## src/design/gmit_pkg.sv

```systemverilog
`default_nettype none

package gmit_pkg;

   // Default sizes of the set; the top level takes them as parameter defaults.
   localparam int DEF_MAX_MEMBERS = 16;
   localparam int DEF_INDEX_BITS  = 8;

   // Widths fixed by the transaction fields.
   localparam int OPCODE_BITS = 3;
   localparam int PORT_INDEX_BITS = 8;
   localparam int PORT_COUNT_BITS = 5;

   typedef enum logic [OPCODE_BITS-1:0] {
      OP_ADD        = 3'd0,
      OP_REMOVE     = 3'd1,
      OP_CONTAINS   = 3'd2,
      OP_CHAN_REMOV = 3'd3,
      OP_CHAN_MOVED = 3'd4
   } op_type;

   typedef enum logic [1:0] {
      ST_IDLE,
      ST_SCAN,
      ST_FINISH,
      ST_RESP
   } state_type;

endpackage

`default_nettype wire

```

## src/design/group_member_index_table_unit.sv

```systemverilog
`default_nettype none

// Channel   Direction  Ports
// req       in         req_valid, req_stall, req_opcode, req_track_index, req_target_index
// rsp       out        rsp_valid, rsp_stall, rsp_ok, rsp_member_count
//
// Each item is walked by the single entry unit, which reads one member from the
// entry memory each cycle over a pipelined walk of the set and writes back the
// entries that the opcode updates or moves down; no new item is taken until the
// result of the last one has been taken. Unused opcodes and an empty set skip the walk.
// Synchronous reset empties the set at once; entry contents are left as they are.
// While a result is stalled the block holds it and takes no new transaction.

module group_member_index_table_unit #(
   parameter int MAX_MEMBERS = gmit_pkg::DEF_MAX_MEMBERS,
   parameter int INDEX_BITS  = gmit_pkg::DEF_INDEX_BITS
) (
   input  wire                                      clock,
   input  wire                                      reset,
   input  wire                                      req_valid,
   output logic                                     req_stall,
   input  wire  [gmit_pkg::OPCODE_BITS-1:0]         req_opcode,
   input  wire  [gmit_pkg::PORT_INDEX_BITS-1:0]     req_track_index,
   input  wire  [gmit_pkg::PORT_INDEX_BITS-1:0]     req_target_index,
   output logic                                     rsp_valid,
   input  wire                                      rsp_stall,
   output logic                                     rsp_ok,
   output logic [gmit_pkg::PORT_COUNT_BITS-1:0]     rsp_member_count
);

   localparam int COUNT_BITS = $clog2(MAX_MEMBERS + 1);
   localparam int AW         = (MAX_MEMBERS > 1) ? $clog2(MAX_MEMBERS) : 1;
   localparam int PB         = gmit_pkg::PORT_INDEX_BITS;
   localparam int CB         = gmit_pkg::PORT_COUNT_BITS;

   gmit_pkg::state_type    state_ff, state_in;
   gmit_pkg::op_type       op_ff;
   logic [INDEX_BITS-1:0]  a_ff, b_ff;
   logic [COUNT_BITS-1:0]  issue_ptr_ff, issue_ptr_in;
   logic                   data_vld_ff, data_vld_in;
   logic [AW-1:0]          data_ptr_ff, data_ptr_in;
   logic                   found_ff, found_in;
   logic [COUNT_BITS-1:0]  count_ff, count_in;
   logic                   ok_ff, ok_in;
   logic [INDEX_BITS-1:0]  rd_data_ff;
   logic [INDEX_BITS-1:0]  member_mem_ff [MAX_MEMBERS];

   logic                   req_accept;
   logic                   op_known;
   logic                   rd_en;
   logic                   wr_en;
   logic [AW-1:0]          wr_addr;
   logic [INDEX_BITS-1:0]  wr_data;
   logic [INDEX_BITS-1:0]  req_a, req_b;
   logic [INDEX_BITS+PB-1:0] track_ext, target_ext;
   logic [COUNT_BITS+CB-1:0] count_ext;
   logic                   hit;

   // Index bits above INDEX_BITS are dropped; a narrower port is zero-extended.
   assign track_ext  = {{INDEX_BITS{1'b0}}, req_track_index};
   assign target_ext = {{INDEX_BITS{1'b0}}, req_target_index};
   assign req_a      = track_ext[INDEX_BITS-1:0];
   assign req_b      = target_ext[INDEX_BITS-1:0];

   assign req_accept = req_valid && !req_stall;
   assign op_known   = (req_opcode == gmit_pkg::OP_ADD)
                    || (req_opcode == gmit_pkg::OP_REMOVE)
                    || (req_opcode == gmit_pkg::OP_CONTAINS)
                    || (req_opcode == gmit_pkg::OP_CHAN_REMOV)
                    || (req_opcode == gmit_pkg::OP_CHAN_MOVED);

   // Next state.
   always_comb begin
      state_in = state_ff;
      case (state_ff)
         gmit_pkg::ST_IDLE: begin
            if (req_valid) begin
               if (op_known && (count_ff != '0)) begin
                  state_in = gmit_pkg::ST_SCAN;
               end else begin
                  state_in = gmit_pkg::ST_FINISH;
               end
            end
         end
         gmit_pkg::ST_SCAN: begin
            if ((issue_ptr_ff == count_ff) && !data_vld_ff) begin
               state_in = gmit_pkg::ST_FINISH;
            end
         end
         gmit_pkg::ST_FINISH: begin
            state_in = gmit_pkg::ST_RESP;
         end
         gmit_pkg::ST_RESP: begin
            if (!rsp_stall) begin
               state_in = gmit_pkg::ST_IDLE;
            end
         end
         default: begin
            state_in = gmit_pkg::ST_IDLE;
         end
      endcase
   end

   // Handshake outputs.
   always_comb begin
      req_stall = (state_ff != gmit_pkg::ST_IDLE);
      rsp_valid = (state_ff == gmit_pkg::ST_RESP);
   end

   assign rsp_ok           = ok_ff;
   assign count_ext        = {{CB{1'b0}}, count_ff};
   assign rsp_member_count = count_ext[CB-1:0];

   // Entry unit: one member is read ahead while the previous one is updated, and
   // the update goes to the same slot or, once the match is deleted, one slot lower.
   always_comb begin
      issue_ptr_in = issue_ptr_ff;
      data_vld_in  = 1'b0;
      data_ptr_in  = data_ptr_ff;
      found_in     = found_ff;
      count_in     = count_ff;
      ok_in        = ok_ff;
      rd_en        = 1'b0;
      wr_en        = 1'b0;
      wr_addr      = data_ptr_ff;
      wr_data      = rd_data_ff;
      hit          = (rd_data_ff == a_ff);

      case (state_ff)
         gmit_pkg::ST_IDLE: begin
            issue_ptr_in = '0;
            found_in     = 1'b0;
         end
         gmit_pkg::ST_SCAN: begin
            if (issue_ptr_ff != count_ff) begin
               rd_en        = 1'b1;
               data_vld_in  = 1'b1;
               data_ptr_in  = issue_ptr_ff[AW-1:0];
               issue_ptr_in = issue_ptr_ff + COUNT_BITS'(1);
            end
            if (data_vld_ff) begin
               case (op_ff)
                  gmit_pkg::OP_ADD, gmit_pkg::OP_CONTAINS: begin
                     if (hit) begin
                        found_in = 1'b1;
                     end
                  end
                  gmit_pkg::OP_REMOVE, gmit_pkg::OP_CHAN_REMOV: begin
                     if (op_ff == gmit_pkg::OP_CHAN_REMOV && rd_data_ff > a_ff) begin
                        wr_data = rd_data_ff - INDEX_BITS'(1);
                     end
                     if (found_ff) begin
                        wr_en   = 1'b1;
                        wr_addr = data_ptr_ff - AW'(1);
                     end else if (hit) begin
                        found_in = 1'b1;
                     end else begin
                        wr_en = (op_ff == gmit_pkg::OP_CHAN_REMOV);
                     end
                  end
                  gmit_pkg::OP_CHAN_MOVED: begin
                     wr_en = 1'b1;
                     if (hit) begin
                        found_in = 1'b1;
                        wr_data  = b_ff;
                     end else if (a_ff < b_ff) begin
                        if (rd_data_ff > a_ff && rd_data_ff <= b_ff) begin
                           wr_data = rd_data_ff - INDEX_BITS'(1);
                        end
                     end else if (rd_data_ff >= b_ff && rd_data_ff < a_ff) begin
                        wr_data = rd_data_ff + INDEX_BITS'(1);
                     end
                  end
                  default: begin
                  end
               endcase
            end
         end
         gmit_pkg::ST_FINISH: begin
            case (op_ff)
               gmit_pkg::OP_ADD: begin
                  if (!found_ff && (count_ff < COUNT_BITS'(MAX_MEMBERS))) begin
                     wr_en    = 1'b1;
                     wr_addr  = count_ff[AW-1:0];
                     wr_data  = a_ff;
                     count_in = count_ff + COUNT_BITS'(1);
                     ok_in    = 1'b1;
                  end else begin
                     ok_in = 1'b0;
                  end
               end
               gmit_pkg::OP_REMOVE, gmit_pkg::OP_CHAN_REMOV: begin
                  ok_in = found_ff;
                  if (found_ff) begin
                     count_in = count_ff - COUNT_BITS'(1);
                  end
               end
               gmit_pkg::OP_CONTAINS, gmit_pkg::OP_CHAN_MOVED: begin
                  ok_in = found_ff;
               end
               default: begin
                  ok_in = 1'b0;
               end
            endcase
         end
         default: begin
         end
      endcase
   end

   always_ff @(posedge clock) begin
      if (reset) begin
         state_ff     <= gmit_pkg::ST_IDLE;
         issue_ptr_ff <= '0;
         data_vld_ff  <= 1'b0;
         found_ff     <= 1'b0;
         count_ff     <= '0;
         ok_ff        <= 1'b0;
      end else begin
         state_ff     <= state_in;
         issue_ptr_ff <= issue_ptr_in;
         data_vld_ff  <= data_vld_in;
         found_ff     <= found_in;
         count_ff     <= count_in;
         ok_ff        <= ok_in;
      end
   end

   always_ff @(posedge clock) begin
      data_ptr_ff <= data_ptr_in;
      if (req_accept) begin
         op_ff <= gmit_pkg::op_type'(req_opcode);
         a_ff  <= req_a;
         b_ff  <= req_b;
      end
   end

   // Entry memory: one read and one write port, read data registered.
   always_ff @(posedge clock) begin
      if (rd_en) begin
         rd_data_ff <= member_mem_ff[issue_ptr_ff[AW-1:0]];
      end
      if (wr_en) begin
         member_mem_ff[wr_addr] <= wr_data;
      end
   end

`ifndef SYNTH
   a_count_bound: assert property (@(posedge clock) disable iff (reset)
      count_ff <= COUNT_BITS'(MAX_MEMBERS))
      else $error("member count exceeds the set size");

   a_count_only_at_finish: assert property (@(posedge clock) disable iff (reset)
      (state_ff != gmit_pkg::ST_FINISH) |=> $stable(count_ff))
      else $error("member count changed outside the finish step");

   a_scan_write_in_set: assert property (@(posedge clock) disable iff (reset)
      (wr_en && state_ff == gmit_pkg::ST_SCAN) |-> (wr_addr < count_ff))
      else $error("walk wrote an entry outside the set");

   a_accept_leaves_idle: assert property (@(posedge clock) disable iff (reset)
      req_accept |=> (state_ff != gmit_pkg::ST_IDLE))
      else $error("transaction accepted without starting work");

   a_no_accept_with_result: assert property (@(posedge clock) disable iff (reset)
      rsp_valid |-> !req_accept)
      else $error("request taken while a result is pending");
`endif

endmodule

`default_nettype wire
```

## config.mk

```make
export PLATFORM = sky130hd
export DESIGN_NAME = group_member_index_table_unit
export DESIGN_NICKNAME = d
export VERILOG_FILES = /design/src/design/gmit_pkg.sv /design/src/design/group_member_index_table_unit.sv
export SDC_FILE = /design/constraint.sdc
export NUM_CORES = 1
export LEC_CHECK = 0
export BUFFER_PORTS_ARGS = -buffer_cell sky130_fd_sc_hd__buf_4
export CELL_PAD_IN_SITES_DETAIL_PLACEMENT = 0
export CELL_PAD_IN_SITES_GLOBAL_PLACEMENT = 1
export CORE_ASPECT_RATIO = 0.6
export CORE_MARGIN = 2
export CORE_UTILIZATION = 47
export CTS_CLUSTER_SIZE = 30
export DETAILED_ROUTE_END_ITERATION = 8
export PLACE_DENSITY_LB_ADDON = 0.1
export SYNTH_ARGS = -nofsm -noshare
export SYNTH_HDL_FRONTEND = slang
export SYNTH_SLANG_ARGS = --single-unit
```

## constraint.sdc

```tcl
create_clock -name clock -period 3 [get_ports clock]
set_clock_uncertainty 0.1 [all_clocks]
set_input_delay 0.75 -clock clock [delete_from_list [all_inputs] [get_ports clock]]
set_output_delay 0.75 -clock clock [all_outputs]
set_load 0.005 [all_outputs]
```

==> results of run 1 <==
-- per-layer routing --
layer	vias to the layer above	GRT usage [%]	wire (microns)	part of all wire, %
li1	2738	-	-	-
met1	3019	39.29	11180	46
met2	283	37.13	10330	43
met3	32	8.158	2318	9.6
met4	0	6.323	374	1.5
met5	-	0	0	0
-- what timing repair did --
item	in CTS	in global routing
endpoints found under the setup margin	224	224
pin swaps	19	24
gates resized for setup	56	34
setup buffers	4	20
cloned	5	1
-- power groups by stage --
stage	registers [W]	logic, W	clock network, W
after CTS	0.00307	0.00231	0.00217
final	0.00307	0.00251	0.00214
after detailed placement	0.00312	0.00207	0
after floorplan	0.00312	0.00105	0
after global routing	0.00308	0.00269	0.00227
after global placement	0.00312	0.00204	0
-- sequential cells by signal (all words and copies together) (netlist names) --
register          flops
found_ff              1
data_ptr_ff           4
rd_data_ff            8
op_ff                 3
a_ff                  8
issue_ptr_ff          5
rsp_member_count      5
rsp_ok                1
member_mem_ff       128
state_ff              2
b_ff                  8
data_vld_ff           1
-- how the worst max path moves through the flow --
| stage | from | end | slack [ps] |
|---|---|---|---|
| after floorplan | rd_data_ff[1] | member_mem_ff[0][2] | 3 |
| after global placement | a_ff[6] | member_mem_ff[4][7] | -570 |
| after detailed placement | rd_data_ff[7] | member_mem_ff[5][7] | -650 |
| after CTS | rd_data_ff[6] | member_mem_ff[15][7] | -260 |
| after global routing | rd_data_ff[5] | member_mem_ff[6][5] | -460 |
| final | rd_data_ff[7] | member_mem_ff[9][5] | -330 |
-- logic make-up (layout without fill, tap and decap cells) --
logic type / count (synthesis) / after routing / synth area share [%]
AND/OR/NAND/NOR: 168 / 169 / 9.968
AO/OA/AOI/OAI: 122 / 123 / 9.997
XOR/XNOR: 15 / 15 / 1.537
buffers and inverters: 52 / 215 / 2.357
other: 0 / 1 / 0
multiplexers: 47 / 47 / 11.42
flip-flops: 174 / 174 / 59.37
adder cells (fa/ha/maj): 36 / 36 / 5.357
-- through the flow --
stage,setup slack [ps],util (%),hold slack [ps],instances
final,-332.0,61.45,379.1,1020
after global routing,-457.4,61.44,370.7,1019
after CTS,-259.6,59.19,370.0,998
after detailed placement,-653.3,54.57,421.9,957
after global placement,-573.1,54.57,403.3,957
after floorplan,2.876,-,331.4,614
-- area by class of cell --
class                           instances  area (sq um)
Fill cell                            1377          6909
Clock buffer                           18         429.2
Timing Repair Buffer                  157          1366
Tap cell                              240         300.3
Inverter                               26         97.59
Multi-Input combinational cell        390          3612
Antenna cell                            1         2.502
Clock inverter                         14         131.4
Sequential cell                       174          5076
-- cells in the final DEF, fill, tap and decap left out, types with 5 or more instances in the layout --
master     synthesis  final
ha_1              35     34
nand4_1            8      8
buf_4              0    133
nor2_4             0     12
dfxtp_1           15     14
buf_6              0     14
a21oi_1           26     22
xor2_1            11     11
a21o_1             6      5
nand2b_1           6      6
inv_6              0      6
mux4_2            40     40
edfxtp_1         159    159
a31oi_1            5      5
nor2_1            49     34
clkbuf_16          0     19
nand3_1           15     13
o21ai_0           20     18
inv_1             24     24
nand2_1           44     41
o211ai_1           9      9
buf_12             0      8
==> metrics.txt, run 1 <==
Critical Path Stages=14; io pins=31; reg2reg start=rd_data_ff[7]; DP HPWL=about 16000 microns; critical path fanouts, max=8; vias in the first global route=5858; Cell Chain, Critical Path=ha_4 > nand4_1 > buf_4 > nor2b_4 > a21o_4 > buf_6 > a21oi_4 > buf_6 > buf_6 > nand2_2 > or4_4 > o211ai_1 > buf_4 > buf_6; CTS tree=built; final setup vio count=133; Post-DRT Antenna Nets=0; Clock Latency Late Sink=440 ps; Pre-Repair DR Iteration Count=5; Internal Power=about 0.0052 W; GRT Total Usage=26.21%; Placer Congestion=0.9741; CP Launch Type=flip-flop; Num CTS Buffers=17; Synth cell types=69; Total Power Consumption=between 0.007 and 0.008 W; H-tree depth=4; Die Wd=178.1 microns; top cells by count, synth=edfxtp_1, nor2_1, nand2_1; worst-case clock buffer depth=2; status=finished with violations; Crit path top cell by count=buf_6; hold buffer count at CTS=0; DR vias=6072; Initial Util=47.69%; Top FF cell, synth=edfxtp_1; total negative setup slack=-32960 ps; CP max stage delay=~440 ps; Synth Instances=614; Hold EP=b_ff[5]; Synth top area share=55.85%; Placeable Area=about 0.018 sq mm; Worst EP required=~3200 ps; Worst EP arrival=~3500 ps; Fmax=300.1 MHz; post-DR wirelength/cell=23.72 microns; crit path kind=flip-flop to flip-flop; worst min-delay path class=primary input to flip-flop; #FFs+latches synth=approximately 170; placed cell areas=0.009782 sq mm; Worst Max-Slew Pin Slew=630.7 ps; switching power=0.002499 W; setup slack, reg-to-reg=-330 ps; Yosys warning count=0; Slew headroom=57.95%; final WL=24200 microns; RSZ-0062 raised after global routing=true; Max Cap Violations=0; Static Leak=3.959 nW; CP endpoint kind=flip-flop; Post-synth EDFFs=between 150 and 200; Pins Over Slew Limit=0; post-DR vias/cell=5.953; r2r worst-path depth=14; ys async rst share=0%; Pwr Density=701.4 mW/mm^2; logic gate share of total power=around a third; Final #Nets=825; failing checks=setup timing; fraction of layout cells with a size suffix above 1=38.38%; syn_nets=673; Worst Hold Launch=req_target_index[5]; CP delay by family, top=buffers and inverters; Final WS setup=-332.0 ps; Detailed Route Iter0 Violations=702; Tmin final=3332 ps; Final Cell Area=0.01102 sq mm; initial antenna violation count=1; Buf/Inv on CP=6; die span in y=108.5 microns; slowest stage cell, crit path=edfxtp_1; clock slew at reported path FFs=80 ps; Syn-to-layout area delta=28.86%; area leader, netlist=edfxtp_1; Residual DRC=0; register area share after synthesis=59.37%; CTS root buf=clkbuf_16; Mapped Area=0.008548 sq mm; clock sinks=174; Area contributors post-synth=edfxtp_1, mux4_2, ha_1, dfxtp_1, nor2_1; register share of total power=between 30 and 40%; synthesized area per cell=13.92 sq um; Die ar.=0.01932 sq mm; power share of the clock group=27.7%; first-pass GRT wire length=~36000 microns; Hold Vio Cnt, Final=0; # port buffers=30; VDD IR-drop max=approximately 0.47 mV; period utilization=111.1%; reg2reg end=member_mem_ff[9][5]; gr ovfl total=0; Worst Hold Path Cells=1; Switching Fraction=32.34%; count leader, synth=edfxtp_1; FP Rows=38; largest net degree at the start of global routing=37
Note: power is estimated with default switching activity, not from simulation.
==> run 2, diff against run 1 <==
Settings changed: ABC_AREA from default to 1, CORE_UTILIZATION 47 to 45.
==> metrics.txt, run 2 <==
Detailed Route Iter0 Violations=857; period utilization=95.61%; Worst Max-Slew Pin Slew=865.3 ps; Pre-Repair DR Iteration Count=6; Worst EP arrival=2890 ps; DP HPWL=17130 microns; pre-CTS WS=-285.8 ps; Top FF cell, synth=edfxtp_1; Final #Nets=between 1000 and 1500; post-DR vias/cell=5.601; Worst Hold Launch=req_target_index[2]; Clock Latency Late Sink=440 ps; Initial Util=45.94%; crit path kind=flip-flop to flip-flop; Biggest register=member_mem_ff; clock sinks=roughly 170; most frequent cells in the layout=edfxtp_1, nand2_1, buf_4; # port buffers=30; CTS root buf=clkbuf_16; reg2reg start=rd_data_ff[7]; ys async rst share=0%; CP delay by family, top=simple AND/OR/NAND/NOR gates; Hold EP=b_ff[2]; Die Wd=184.0 microns; io pins=31; gr ovfl total=0; Slew headroom=42.25%; r2r worst-path depth=14; Worst EP required=3030 ps; reg2reg end=member_mem_ff[1][6]; Tmin final=2868 ps; Post-synth EDFFs=159; most common cell after layout, fill and taps aside=edfxtp_1; Pins Over Slew Limit=0; first-pass GRT wire length=37990 microns; vias in the first global route=6780; Synth Instances=871; clock slew at reported path FFs=70 ps; status=finished, final reports clean; # fillers=1627; Max Cap Violations=0; initial antenna violation count=0; die span in y=about 110 microns; CP endpoint kind=flip-flop; syn_nets=930; top cells by count, synth=edfxtp_1, nand2_1, nor2_1; Static Leak=about 4.2 nW; Buf/Inv on CP=4; register area share after synthesis=between 50 and 60%; final WL=24810 microns; worst min-delay path class=primary input to flip-flop; VDD IR-drop max=about 0.44 mV; Synth cell types=45; slowest stage cell, crit path=edfxtp_1; CP max stage delay=410 ps; Antenna diodes=0; Fmax=348.6 MHz; Num CTS Buffers=17; Post-DRT Antenna Nets=0; Pwr Density=766.4 mW/mm^2; Yosys warning count=0; DR vias=6934; fraction of layout cells with a size suffix above 1=19.96%; area leader, netlist=edfxtp_1; GRT Total Usage=24.87%; Hold Vio Cnt, Final=0; Area contributors post-synth=edfxtp_1, nand2_1, o21ai_0, ha_1, nor2_1; CTS tree=built; Placeable Area=0.01903 sq mm; largest net degree at the start of global routing=70; synthesized area per cell=~10 sq um; setup slack, reg-to-reg=130 ps; count leader, synth=edfxtp_1; max FFs per register=128; Residual DRC=0; Cell Chain, Critical Path=ha_1 > nand2_1 > nor2_2 > nand4_1 > inv_2 > nor2_1 > buf_4 > o311ai_1 > a21oi_2 > inv_2 > nor2_4 > nand2_2 > nor2_1 > buf_4; Synth top area share=54.61%; worst-case clock buffer depth=2; post-DR wirelength/cell=about 20 microns; Final WS setup=around 130 ps; H-tree depth=4; critical path fanouts, max=8; FP Rows=39; #FFs+latches synth=174; Worst Hold Path Cells=1; Mapped Area=just under 0.009 sq mm; CP Launch Type=flip-flop; hold slack=382.7 ps; Die ar.=0.02060 sq mm; Syn-to-layout area delta=20.39%; Placer Congestion=0.9387; final setup vio count=0
[run 2: per-stage QoR]
stage | setup TNS (ps) | instance area, sq um | power [W] | instances | util, %
5_1_grt | -334.9 | 10530 | 0.008475 | 1238 | 55.31
2_1_floorplan | 0 | 8743 | 0.004663 | 871 | -
3_5_place_dp | -13070 | 9806 | 0.005645 | 1201 | 51.53
4_1_cts | 0 | 10390 | 0.007835 | 1233 | 54.61
3_3_place_gp | -5025 | 9806 | 0.005581 | 1201 | 51.53
6_report | 0 | 10530 | 0.008068 | 1238 | 55.31
[run 2: kinds of logic (layout without fill, tap and decap cells)]
group / after synthesis / after routing / share of synthesized area, %
xor+xnor: 11 / 11 / 1.102
compound gates: 210 / 210 / 14.62
fa+ha+maj: 36 / 36 / 5.238
simple gates: 315 / 315 / 15.54
buf+inv: 125 / 246 / 5.452
flops: 174 / 174 / 58.04
[run 2: how the worst max path moves through the flow]
stage	from	to	slack [ps]	cells past startpoint
2_1_floorplan	rd_data_ff[7]	member_mem_ff[0][0]	200	16
3_3_place_gp	rd_data_ff[7]	member_mem_ff[7][5]	-130	15
3_5_place_dp	rd_data_ff[6]	member_mem_ff[4][5]	-290	15
4_1_cts	rd_data_ff[6]	member_mem_ff[12][5]	40	15
5_1_grt	rd_data_ff[7]	member_mem_ff[7][4]	-20	14
6_report	rd_data_ff[7]	member_mem_ff[1][6]	130	14
[run 2: final cells by class]
cell class | instances | area, sq um | area share [%]
inverter | 91 | 347.8 | 3.304
multi-input combinational | 572 | 3272 | 31.08
clock inverter | 15 | 146.4 | 1.391
tap | 246 | 307.8 | 2.924
timing repair buffer | 123 | 950.9 | 9.034
clock buffer | 17 | 425.4 | 4.041
sequential | 174 | 5076 | 48.22
[run 2: per-layer routing]
metal	routed length [microns]	GRT usage [%]	share of wire, %
met1	12130	38.63	49
met2	10150	34.62	41
met3	2138	5.790	8.6
met4	394	6.773	1.6
met5	0	0	0
[run 2: timing repair]
| action | CTS | global route |
|---|---|---|
| buffers inserted | 0 | 3 |
| endpoints found under the setup margin | 64 | 144 |
| cloned | 0 | 2 |
| gates resized for setup | 4 | 23 |
| endpoints found under the hold margin | 0 | 0 |
| hold buffers | 0 | 0 |
| pin swaps | 0 | 3 |
[run 2: where the power goes]
part           internal (W)  switching, W  total, W  leakage, nW
clock               0.00117       0.00101   0.00218        0.278
combinational      0.000916       0.00167   0.00258         2.31
sequential          0.00324     0.0000710   0.00331         1.56
total               0.00532       0.00274   0.00807         4.15
==> run 3, diff against run 2 <==
Settings changed: ABC_CLOCK_PERIOD_IN_PS from default to 3000, CELL_PAD_IN_SITES_DETAIL_PLACEMENT 0 to 1, SLEW_MARGIN from default to 15.
==> metrics.txt, run 3 (synthesis gave the netlist of run 2 again) <==
status=finished, final reports clean; # fillers=2079; final WL=28300 microns; # port buffers=30; die span in y=between 100 and 150 microns; gr ovfl total=0; Worst Max-Slew Pin Slew=approximately 860 ps; post-DR wirelength/cell=22.82 microns; final setup vio count=0; Final #Nets=about 1000; first-pass GRT wire length=~43000 microns; H-tree depth=4; largest net degree at the start of global routing=70; setup slack, reg-to-reg=110 ps; Slew headroom=42.41%; max FFs per register=128; Num CTS Buffers=17; r2r worst-path depth=16; CP endpoint kind=flip-flop; initial antenna violation count=0; Fmax=346.4 MHz; Placer Congestion=between 0.9 and 1; Cell Chain, Critical Path=ha_1 > a21o_1 > nor2_1 > nand2_1 > buf_4 > nand2_2 > nand2_1 > inv_1 > buf_4 > a21oi_1 > nand2_1 > nand2_1 > nand2_1 > nand2_1 > a21oi_4 > buf_6; Critical Path Stages=16; crit path kind=flip-flop to flip-flop; placed cell areas=0.009806 sq mm; Antenna diodes=0; Initial Util=a little under half; Placed Cells incl. Taps=around 1200; VDD IR-drop max=0.4451 mV; DR vias=~7300; Syn-to-layout area delta=21.31%; FP Rows=39; Biggest register=member_mem_ff; most common cell after layout, fill and taps aside=edfxtp_1; Detailed Route Iter0 Violations=633; CTS root buf=clkbuf_16; Hold Vio Cnt, Final=0; Final Cell Area=between 0.01 and 0.015 sq mm; Worst Hold Path Cells=1; critical path fanouts, max=8; Crit path top cell by count=nand2_1; Static Leak=4.167 nW; Seq. cell area=0.005076 sq mm; Pre-Repair DR Iteration Count=6; Max Cap Violations=0; vias in the first global route=7644; Post-DRT Antenna Nets=0; CTS tree=built; period utilization=a little over nine tenths; Clock Latency Late Sink=between 400 and 500 ps; Buf/Inv on CP=4; Tmin final=2887 ps; io pins=31; Placeable Area=0.01903 sq mm; clock slew at reported path FFs=about 70 ps; fraction of layout cells with a size suffix above 1=21.03%; GRT Total Usage=28.27%; worst min-delay path class=primary input to flip-flop; DP HPWL=19590 microns; Pwr Density=784.6 mW/mm^2; worst-case clock buffer depth=2; Residual DRC=0; fin cells=roughly 1200; hold buffer count at CTS=0; slowest stage cell, crit path=edfxtp_1; CP Launch Type=flip-flop; Pins Over Slew Limit=0; Die Wd=184.0 microns; CP delay by family, top=simple AND/OR/NAND/NOR gates; post-DR vias/cell=5.873; most frequent cells in the layout=edfxtp_1, nand2_1, buf_4; area of the multi-input gates=about 0.0033 sq mm; Die ar.=between 0.02 and 0.025 sq mm; Worst EP arrival=3090 ps; Worst EP required=3210 ps; clock sinks=174; CP max stage delay=420 ps
==> run 3: changes by cell type in the layout (fill, tap and decap cells not counted), moves of 2 or more <==
cell      delta
buf_6        +3
inv_2        +5
inv_6        -4
buf_12       +2
clkinv_4     +4
inv_1        -5
o21ai_1      +2
o21ai_0      -2
buf_4        -3
==> run 3: routing by layer <==
metal  part of all wire (%)  routed length, microns  global-route usage, %  up-vias
li1                       -                       -                      -     3306
met1                     46                   12990                  39.83     3658
met2                     45                   12630                  43.12      271
met3                    7.5                    2109                  7.262       48
met4                    2.0                     566                  8.533        0
met5                      0                       0                      0        -
==> run 3: final timing paths <==
check | startpoint | end
setup reg to reg | rd_data_ff[7] | member_mem_ff[7][0]
setup / recovery | rd_data_ff[7] | member_mem_ff[7][0]
hold / removal | req_target_index[0] | b_ff[0]
hold reg to reg | rsp_member_count[4] | rsp_member_count[4]
==> run 3: cell type report <==
| cell class | count | share of cell area (%) |
|---|---|---|
| inverter | 91 | 3.256 |
| timing repair buffer | 125 | 9.449 |
| clock buffer | 18 | 4.046 |
| clock inverter | 14 | 1.274 |
| tap | 246 | 2.902 |
| sequential | 174 | 47.86 |
| multi-input combinational | 572 | 31.21 |
==> run 3: metrics by stage <==
step | utilization [%] | setup WS [ps] | hold slack, ps | power, W | TNS [ps]
global placement | 51.53 | -127.5 | 368.2 | 0.005581 | -5025
detailed placement | 51.53 | -338.7 | 383.4 | 0.005717 | -17790
finish | 55.73 | 112.8 | 375.7 | 0.008322 | 0
CTS | 54.70 | 1.257 | 362.4 | 0.007964 | 0
global route | 55.73 | -14.81 | 362.6 | 0.008691 | -180.0
floorplan | - | 204.2 | 306.4 | 0.004663 | 0
==> run 3: where the power goes <==
part,internal (W),total (W),switching [W]
registers,0.00324,0.00331,0.0000755
clock network,0.00116,0.00217,0.00101
logic,0.00102,0.00284,0.00181
total,0.00542,0.00832,0.00290
==> run 3: what timing repair did <==
action / in CTS / in global routing
gates resized for setup: 9 / 35
buffers inserted: 0 / 5
gates cloned: 1 / 1
endpoints found under the setup margin: 80 / 152
pin swaps: 0 / 9
